<file path="src/design/vbl_pkg.sv">
// vbl_pkg: shared constants, tag struct and arctangent table for the
// vector bearing/length CORDIC pipeline. No dependencies.

package vbl_pkg;

   localparam int DEF_DATA_WIDTH = 16;
   localparam int DEF_ITERATIONS = 16;
   localparam int ATAN_COUNT     = 24;
   localparam int GUARD_BITS     = 4;
   localparam int ANGLE_W        = 32;
   localparam int BEARING_W      = 16;
   localparam int LENGTH_W       = 16;
   localparam int GAIN_W         = 24;
   localparam int GAIN_FRAC      = 24;
   // 1/1.6467602581 in Q24
   localparam logic [GAIN_W-1:0]    INV_GAIN      = 24'd10188014;
   localparam logic [ANGLE_W-1:0]   HALF_TURN     = 32'h8000_0000;
   localparam logic [ANGLE_W-1:0]   BEARING_ROUND = 32'h0000_8000;
   localparam logic [BEARING_W-1:0] BEARING_NORTH = 16'd16384;
   localparam logic [BEARING_W-1:0] BEARING_SOUTH = 16'd49152;
   localparam logic [LENGTH_W-1:0]  LENGTH_MAX    = 16'hFFFF;

   typedef struct packed {
      logic dx_zero;
      logic dy_neg;
   } tag_type;

   // atan(2^-i) in units of 2^-32 turn
   function automatic logic [ANGLE_W-1:0] atan_step(input int idx);
      logic [ANGLE_W-1:0] val;
      case (idx)
         0:       val = 32'h20000000;
         1:       val = 32'h12E4051E;
         2:       val = 32'h09FB385B;
         3:       val = 32'h051111D4;
         4:       val = 32'h028B0D43;
         5:       val = 32'h0145D7E1;
         6:       val = 32'h00A2F61E;
         7:       val = 32'h00517C55;
         8:       val = 32'h0028BE53;
         9:       val = 32'h00145F2F;
         10:      val = 32'h000A2F98;
         11:      val = 32'h000517CC;
         12:      val = 32'h00028BE6;
         13:      val = 32'h000145F3;
         14:      val = 32'h0000A2F9;
         15:      val = 32'h0000517C;
         16:      val = 32'h000028BE;
         17:      val = 32'h0000145F;
         18:      val = 32'h00000A2F;
         19:      val = 32'h00000517;
         20:      val = 32'h0000028B;
         21:      val = 32'h00000145;
         22:      val = 32'h000000A2;
         23:      val = 32'h00000051;
         default: val = '0;
      endcase
      return val;
   endfunction

endpackage

</file>
<file path="src/design/vector_bearing_and_length.sv">
// vector_bearing_and_length: rectangular-to-polar conversion, one CORDIC
// micro-rotation per cell. Uses vbl_pkg, vbl_prerot, vbl_cell, vbl_scale.
//
//   channel | dir | tdata bits (low first)                 | notes
//   req_    | in  | delta_x[DW-1:0], delta_y, zero pad     | padded to bytes
//   rsp_    | out | bearing[15:0], length[31:16]           | one per transfer
//
// Cycles: one transfer accepted per clock while req_tready is high; stages
//   are the entry register, one cell per micro-rotation, two gain stages.
// Reset: synchronous, clears every stage valid bit; no clearing pass.
// Stalls: each stage advances when it is empty or its successor advances,
//   so bubbles collapse and req_tready drops only when every stage is full
//   and the result register is held by rsp_tready low.

module vector_bearing_and_length #(
   parameter int DATA_WIDTH = vbl_pkg::DEF_DATA_WIDTH,
   parameter int ITERATIONS = vbl_pkg::DEF_ITERATIONS
) (
   input  logic                                    clock,
   input  logic                                    reset,
   input  logic                                    req_tvalid,
   output logic                                    req_tready,
   // delta_x, delta_y, zero pad
   input  logic [((2*DATA_WIDTH+7)/8)*8-1:0]       req_tdata,
   output logic                                    rsp_tvalid,
   input  logic                                    rsp_tready,
   // bearing[15:0], length[31:16]
   output logic [31:0]                             rsp_tdata
);
   import vbl_pkg::*;

   localparam int NC = (ITERATIONS < ATAN_COUNT) ? ITERATIONS : ATAN_COUNT;
   // signed, guard bits, half-turn negation and CORDIC growth
   localparam int XW = DATA_WIDTH + GUARD_BITS + 3;
   // entry stage, NC cells, two gain stages
   localparam int NS = NC + 3;

   logic signed [DATA_WIDTH-1:0] delta_x, delta_y;
   logic                         stage_v [0:NS-1];
   logic                         stage_en [0:NS-1];
   logic signed [XW-1:0]         x_pipe [0:NC];
   logic signed [XW-1:0]         y_pipe [0:NC];
   logic [ANGLE_W-1:0]           angle_pipe [0:NC];
   tag_type                      tag_pipe [0:NC];
   logic [BEARING_W-1:0]         bearing;
   logic [LENGTH_W-1:0]          length;

   assign delta_x = req_tdata[DATA_WIDTH-1:0];
   assign delta_y = req_tdata[2*DATA_WIDTH-1:DATA_WIDTH];

   // backward enable chain: a stage loads when empty or when drained
   always_comb begin
      stage_en[NS-1] = !stage_v[NS-1] || rsp_tready;
      for (int k = NS - 2; k >= 0; k--) begin
         stage_en[k] = !stage_v[k] || stage_en[k+1];
      end
   end

   assign req_tready = stage_en[0];

   vbl_prerot #(
      .DW(DATA_WIDTH),
      .XW(XW)
   ) u_prerot (
      .clock    (clock),
      .reset    (reset),
      .enable   (stage_en[0]),
      .up_valid (req_tvalid),
      .up_dx    (delta_x),
      .up_dy    (delta_y),
      .dn_valid (stage_v[0]),
      .dn_x     (x_pipe[0]),
      .dn_y     (y_pipe[0]),
      .dn_angle (angle_pipe[0]),
      .dn_tag   (tag_pipe[0])
   );

   // micro-rotation cells, cell i shifts by i
   for (genvar i = 0; i < NC; i++) begin : g_cell
      vbl_cell #(
         .XW(XW),
         .STAGE(i)
      ) u_cell (
         .clock    (clock),
         .reset    (reset),
         .enable   (stage_en[i+1]),
         .up_valid (stage_v[i]),
         .up_x     (x_pipe[i]),
         .up_y     (y_pipe[i]),
         .up_angle (angle_pipe[i]),
         .up_tag   (tag_pipe[i]),
         .dn_valid (stage_v[i+1]),
         .dn_x     (x_pipe[i+1]),
         .dn_y     (y_pipe[i+1]),
         .dn_angle (angle_pipe[i+1]),
         .dn_tag   (tag_pipe[i+1])
      );
   end

   // y of the last cell only steers rotations, nothing reads it after
   vbl_scale #(
      .XW(XW)
   ) u_scale (
      .clock      (clock),
      .reset      (reset),
      .enable_a   (stage_en[NC+1]),
      .enable_b   (stage_en[NC+2]),
      .up_valid   (stage_v[NC]),
      .up_x       (x_pipe[NC]),
      .up_angle   (angle_pipe[NC]),
      .up_tag     (tag_pipe[NC]),
      .mid_valid  (stage_v[NC+1]),
      .dn_valid   (stage_v[NC+2]),
      .dn_bearing (bearing),
      .dn_length  (length)
   );

   assign rsp_tvalid = stage_v[NS-1];
   assign rsp_tdata  = {length, bearing};

endmodule

</file>
<file path="src/design/vbl_prerot.sv">
// vbl_prerot: entry register of the pipeline. Scales the input by the guard
// bits and folds the left half plane over by a half turn. Uses vbl_pkg.

module vbl_prerot #(
   parameter int DW = 16,
   parameter int XW = 23
) (
   input  logic                   clock,
   input  logic                   reset,
   input  logic                   enable,
   input  logic                   up_valid,
   input  logic signed [DW-1:0]   up_dx,
   input  logic signed [DW-1:0]   up_dy,
   output logic                   dn_valid,
   output logic signed [XW-1:0]   dn_x,
   output logic signed [XW-1:0]   dn_y,
   output logic [31:0]            dn_angle,
   output vbl_pkg::tag_type       dn_tag
);
   import vbl_pkg::*;

   logic                  valid_ff;
   logic signed [XW-1:0]  x_ff, x_in, y_ff, y_in;
   logic [ANGLE_W-1:0]    angle_ff, angle_in;
   tag_type               tag_ff, tag_in;
   logic signed [XW-1:0]  dx_s, dy_s;
   logic                  left;

   always_comb begin
      dx_s = {{(XW-DW){up_dx[DW-1]}}, up_dx} <<< GUARD_BITS;
      dy_s = {{(XW-DW){up_dy[DW-1]}}, up_dy} <<< GUARD_BITS;
      left = up_dx[DW-1];
      x_in = left ? -dx_s : dx_s;
      y_in = left ? -dy_s : dy_s;
      angle_in = left ? HALF_TURN : '0;
      tag_in.dx_zero = (up_dx == '0);
      tag_in.dy_neg  = up_dy[DW-1];
   end

   always_ff @(posedge clock) begin
      if (reset) begin
         valid_ff <= 1'b0;
      end else if (enable) begin
         valid_ff <= up_valid;
      end
   end

   always_ff @(posedge clock) begin
      if (enable) begin
         x_ff     <= x_in;
         y_ff     <= y_in;
         angle_ff <= angle_in;
         tag_ff   <= tag_in;
      end
   end

   assign dn_valid = valid_ff;
   assign dn_x     = x_ff;
   assign dn_y     = y_ff;
   assign dn_angle = angle_ff;
   assign dn_tag   = tag_ff;

endmodule

</file>
<file path="src/design/vbl_cell.sv">
// vbl_cell: one CORDIC vectoring micro-rotation with its stage register.
// STAGE selects the shift and the arctangent step. Uses vbl_pkg.

module vbl_cell #(
   parameter int XW    = 23,
   parameter int STAGE = 0
) (
   input  logic                   clock,
   input  logic                   reset,
   input  logic                   enable,
   input  logic                   up_valid,
   input  logic signed [XW-1:0]   up_x,
   input  logic signed [XW-1:0]   up_y,
   input  logic [31:0]            up_angle,
   input  vbl_pkg::tag_type       up_tag,
   output logic                   dn_valid,
   output logic signed [XW-1:0]   dn_x,
   output logic signed [XW-1:0]   dn_y,
   output logic [31:0]            dn_angle,
   output vbl_pkg::tag_type       dn_tag
);
   import vbl_pkg::*;

   localparam logic [ANGLE_W-1:0] ATAN_K = atan_step(STAGE);

   logic                  valid_ff;
   logic signed [XW-1:0]  x_ff, x_in, y_ff, y_in;
   logic [ANGLE_W-1:0]    angle_ff, angle_in;
   tag_type               tag_ff;
   logic signed [XW-1:0]  xs, ys;

   always_comb begin
      xs = up_x >>> STAGE;
      ys = up_y >>> STAGE;
      if (!up_y[XW-1]) begin
         x_in     = up_x + ys;
         y_in     = up_y - xs;
         angle_in = up_angle + ATAN_K;
      end else begin
         x_in     = up_x - ys;
         y_in     = up_y + xs;
         angle_in = up_angle - ATAN_K;
      end
   end

   always_ff @(posedge clock) begin
      if (reset) begin
         valid_ff <= 1'b0;
      end else if (enable) begin
         valid_ff <= up_valid;
      end
   end

   always_ff @(posedge clock) begin
      if (enable) begin
         x_ff     <= x_in;
         y_ff     <= y_in;
         angle_ff <= angle_in;
         tag_ff   <= up_tag;
      end
   end

   assign dn_valid = valid_ff;
   assign dn_x     = x_ff;
   assign dn_y     = y_ff;
   assign dn_angle = angle_ff;
   assign dn_tag   = tag_ff;

endmodule

</file>
<file path="src/design/vbl_scale.sv">
// vbl_scale: gain compensation of the magnitude (two partial products, then
// sum, round and saturate) and bearing rounding. Two register stages; the
// second is the result register. Uses vbl_pkg.

module vbl_scale #(
   parameter int XW = 23
) (
   input  logic                   clock,
   input  logic                   reset,
   input  logic                   enable_a,
   input  logic                   enable_b,
   input  logic                   up_valid,
   input  logic signed [XW-1:0]   up_x,
   input  logic [31:0]            up_angle,
   input  vbl_pkg::tag_type       up_tag,
   output logic                   mid_valid,
   output logic                   dn_valid,
   output logic [15:0]            dn_bearing,
   output logic [15:0]            dn_length
);
   import vbl_pkg::*;

   localparam int MW = XW - 1;
   localparam int LO = (MW + 1) / 2;
   localparam int HW = MW - LO;
   localparam int SW = MW + GAIN_W + 1;
   localparam int SH = GAIN_FRAC + GUARD_BITS;
   localparam logic [SW-1:0] ROUND = SW'(1) << (SH - 1);

   logic                      a_valid_ff, b_valid_ff;
   logic [LO+GAIN_W-1:0]      plo_ff, plo_in;
   logic [HW+GAIN_W-1:0]      phi_ff, phi_in;
   logic [BEARING_W-1:0]      bear_a_ff, bear_a_in, bear_b_ff;
   logic [LENGTH_W-1:0]       len_ff, len_in;
   logic [MW-1:0]             mag;
   logic [ANGLE_W-1:0]        angle_r;
   logic [SW-1:0]             sum, len_full;

   always_comb begin
      mag     = up_x[XW-1] ? '0 : up_x[MW-1:0];
      plo_in  = {{GAIN_W{1'b0}}, mag[LO-1:0]} * {{LO{1'b0}}, INV_GAIN};
      phi_in  = {{GAIN_W{1'b0}}, mag[MW-1:LO]} * {{HW{1'b0}}, INV_GAIN};
      angle_r = up_angle + BEARING_ROUND;
      if (up_tag.dx_zero) begin
         bear_a_in = up_tag.dy_neg ? BEARING_SOUTH : BEARING_NORTH;
      end else begin
         bear_a_in = angle_r[ANGLE_W-1 -: BEARING_W];
      end
   end

   always_comb begin
      sum = {1'b0, phi_ff, {LO{1'b0}}}
            + {{(SW-LO-GAIN_W){1'b0}}, plo_ff} + ROUND;
      len_full = sum >> SH;
      len_in   = (|len_full[SW-1:LENGTH_W]) ? LENGTH_MAX : len_full[LENGTH_W-1:0];
   end

   always_ff @(posedge clock) begin
      if (reset) begin
         a_valid_ff <= 1'b0;
         b_valid_ff <= 1'b0;
      end else begin
         if (enable_a) begin
            a_valid_ff <= up_valid;
         end
         if (enable_b) begin
            b_valid_ff <= a_valid_ff;
         end
      end
   end

   always_ff @(posedge clock) begin
      if (enable_a) begin
         plo_ff    <= plo_in;
         phi_ff    <= phi_in;
         bear_a_ff <= bear_a_in;
      end
      if (enable_b) begin
         len_ff    <= len_in;
         bear_b_ff <= bear_a_ff;
      end
   end

   assign mid_valid  = a_valid_ff;
   assign dn_valid   = b_valid_ff;
   assign dn_bearing = bear_b_ff;
   assign dn_length  = len_ff;

endmodule

</file>
<file path="config.mk">
export PLATFORM = sky130hd
export DESIGN_NAME = vector_bearing_and_length
export DESIGN_NICKNAME = d
export VERILOG_FILES = /design/src/design/vbl_pkg.sv /design/src/design/vector_bearing_and_length.sv /design/src/design/vbl_prerot.sv /design/src/design/vbl_cell.sv /design/src/design/vbl_scale.sv
export SDC_FILE = /design/constraint.sdc
export NUM_CORES = 2
export LEC_CHECK = 0
export ABC_AREA = 0
export BUFFER_PORTS_ARGS = -buffer_cell sky130_fd_sc_hd__buf_2
export CAP_MARGIN = 20
export CELL_PAD_IN_SITES_DETAIL_PLACEMENT = 1
export CELL_PAD_IN_SITES_GLOBAL_PLACEMENT = 1
export CORE_MARGIN = 5
export CORE_UTILIZATION = 40
export CTS_CLUSTER_DIAMETER = 120
export CTS_CLUSTER_SIZE = 25
export DETAILED_ROUTE_END_ITERATION = 7
export PLACE_DENSITY_LB_ADDON = 0.12
export SLEW_MARGIN = 20
export SYNTH_ARGS = -nofsm -noshare
export SYNTH_HDL_FRONTEND = slang
export SYNTH_SLANG_ARGS = --single-unit
</file>
<file path="constraint.sdc">
create_clock -name clock -period 5.65 [get_ports clock]
set_input_delay 0.565 -clock clock [delete_from_list [all_inputs] [get_ports clock]]
set_output_delay 0.565 -clock clock [all_outputs]
set_load 0.05 [all_outputs]
</file>
==> key figures <==
Run status
  • Status: finished with violations
  • Failing checks: setup timing

CTS
  • Clock insertion delay at the later pin of the skew report: 0.72 ns
  • TritonCTS clock tree: built
  • H-Tree Depth: 3
  • Num Clock Sinks: roughly 1,300
  • Num CTS Buffers: between 60 and 70
  • Max clock buf depth: 3
  • Root buffer cell: clkbuf_16
  • Clock Pin Slew Worst Setup and Hold Paths: around 0.11 ns

Logic synthesis
  • Largest cells by area after synthesis: edfxtp_1, ha_1, xnor2_1, a21oi_1, fa_1
  • Leading register cell type out of synthesis: edfxtp_1
  • Syn Std Cell Area: about 110,000 um2
  • Mapped Cells: around 11,000
  • Ys async rst share: 0%
  • Sequential fraction of the synthesis area: between 30% and 40%
  • Most instantiated cells after synthesis: ha_1, edfxtp_1, nor2_1, xnor2_1, a21oi_1
  • Post-synth EDFFs: between 1,000 and 1,500
  • Cell taking the most area after synthesis: edfxtp_1
  • Yosys reg bits: approximately 1,300
  • Mapped Avg Cell Area: around 10 um2
  • Synthesis Warnings: 0
  • Number of library cell types mapped by synthesis: a little over 100
  • Top cell type's share of synthesized area: 35.9%
  • Count leader, synth: ha_1

Finish
  • Final cell count without fillers: about 15,000
  • Share of cells above drive strength 1: 6.78%
  • Final instance area: ~120,000 um2
  • # fillers: between 20,000 and 30,000
  • P&R area growth vs syn: 8.79%
  • Final-stage net count: about 13,000

Placement
  • Pre-CTS setup slack: -0.473 ns
  • # placed instances: 14,355
  • Post-DP HPWL: between 200 and 250 mm
  • GPL Wtd Cong: approximately 0.85
  • Placed cell area: between 100,000 and 150,000 um2
  • Port Buffer Count: about 70

Timing
  • Fin crit share: 104%
  • Final Setup Violations: 19
  • Fin crit period: about 5.9 ns
  • Slew margin rel.: a little under 30%
  • Final Slew Violations: 0
  • Final setup margin: -0.226 ns
  • Max Clock Freq: ~170 MHz
  • Hold_ws: 0.134 ns
  • Worst slew pin tran: 1.06 ns
  • Clock skew: 0.0392 ns
  • Final Hold Viols: 0
  • RSZ-0062 raised after global routing: true

Critical path
  • Worst setup EP type: flop
  • Setup CP Type: flop to flop
  • R2R Setup Slk: -0.23 ns
  • Critical Path RT: about 6 ns
  • Crit path launch type: flop
  • Critical Path Fanout Max: 6
  • Crit path DAT: around 6.4 ns

Drt
  • DRC violations left: 0
  • Via count: around 80,000
  • Final antenna-violating net count: 0
  • 1st-iter DRT viols: between 4,000 and 5,000
  • Via density: between 5 and 6
  • Drt total wl: between 200 and 300 mm
  • 1st-pass router iterations: 5
  • Post-DR wirelength/cell: roughly 20 um

Run
  • Max-capacitance violation count: 0

Floorplan
  • DIE AREA: roughly 280,000 um2
  • Ports: 70
  • Rows: 190
  • Core area: between 200,000 and 300,000 um2
  • DIE WIDTH: between 500 and 600 um
  • Die height: ~530 um
  • Initial Util: roughly two fifths

Global routing
  • Global-route wire length before repair: between 400 and 500 mm
  • Vias in the first global route: between 80,000 and 90,000
  • Initial antenna violation count: 17
  • Largest net degree at the start of global routing: 81
  • Total track usage: between 20% and 30%
  • Total grt overflow: 0

Hold path
  • Worst Hold Class: input pin to flop
kinds of logic after synthesis:
kind of cell               after synthesis  share of synthesized area (%)
other                                    1                        0.00350
AOI/OAI and AO/OA                     2798                           17.0
and+or+nand+nor                       2650                           12.0
xor gates and xnor gates              1373                           11.2
buffers and inverters                  903                           3.18
muxes                                   59                          0.576
DFF                                   1299                           36.2
adders and majority gates             1562                           19.8
flip-flops by register name (all words and copies together) (netlist names), 19 cells and up:
signal                  flops
u_scale.phi_ff             34
g_cell.u_cell.dn_angle    423
u_prerot.dn_x              19
g_cell.u_cell.dn_x        357
g_cell.u_cell.dn_y        322
u_prerot.dn_y              19
u_scale.plo_ff             23
g_cell.u_cell.dn_tag       32
timing repair:
action                     in CTS  in global routing
hold buffers                    3                  0
setup endpoints to repair      29                 31
gates cloned                    1                  0
buffers inserted               29                  8
hold endpoints to repair        3                  0
pin swaps                      66                 49
gates resized for setup       116                 45
layout make-up:
class / count / area [um2] / area share (%)
Multi-Input combinational cell: 8445 / 65700 / 56.4
Inverter: 754 / 2850 / 2.44
Antenna cell: 2 / 5.00 / 0.00430
Sequential cell: 1299 / 38800 / 33.3
Clock buffer: 80 / 1810 / 1.55
Clock inverter: 30 / 370 / 0.318
Tap cell: 3552 / 4440 / 3.81
Timing Repair Buffer: 347 / 2560 / 2.20
layer usage:
layer	vias up	global-route usage, %	share of wire, %
met3	257	1.63	2.2
met1	39879	28.3	48
met5	-	0	0.0058
met2	726	35.7	48
li1	39284	-	-
met4	2	3.83	1.9
cell usage in the layout, fill, tap and decap left out, types with 267 or more instances in the layout:
cell / netlist / layout
xnor2_1: 919 / 919
a21o_1: 446 / 446
nand2_1: 443 / 433
nor2_1: 949 / 940
ha_1: 1344 / 1320
xor2_1: 454 / 453
nor3_1: 268 / 267
inv_1: 754 / 721
edfxtp_1: 1280 / 1280
o21ai_0: 438 / 429
a21oi_1: 916 / 905
metrics by stage:
stage	utilization, %	setup TNS, ns
after floorplan	-	0
after global placement	42.4	-6.04
after detailed placement	42.4	-6.65
after CTS	43.5	-2.89
after global routing	43.6	-7.75
final	43.6	-2.60
worst paths after layout:
| check | startpoint | endpoint | cells past startpoint |
|---|---|---|---|
| setup reg to reg | g_cell[15].u_cell.dn_x[22]$_DFFE_PP_ | u_scale.plo_ff[28]$_DFFE_PP_ | 24 |
| hold / removal | req_tdata[4] | u_prerot.dn_x[8]$_DFFE_PP_ | 2 |
| setup / recovery | g_cell[15].u_cell.dn_x[22]$_DFFE_PP_ | u_scale.plo_ff[28]$_DFFE_PP_ | 24 |
| hold reg to reg | u_scale.bear_a_ff[0]$_SDFFCE_PP0P_ | u_scale.dn_bearing[0]$_DFFE_PP_ | 0 |
critical path, stage by stage (launching register included):
cell and delay [ns]:
edfxtp_1 0.35, buf_6 0.15, buf_6 0.12, nand2b_4 0.13
inv_4 0.04, fa_1 0.56, inv_1 0.06, fa_2 0.56
fa_1 0.44, fa_1 0.47, fa_1 0.51, inv_2 0.05
ha_4 0.27, nand2_4 0.05, or3_4 0.34, a211oi_2 0.24
buf_4 0.16, o211ai_1 0.09, buf_4 0.16, a31oi_4 0.25
o211a_1 0.22, o21a_1 0.15, buf_4 0.11, nor2_2 0.03
xnor2_1 0.12
Power is not shown: default switching activity piles up to over one toggle a cycle in this logic, so the estimate is an artifact.
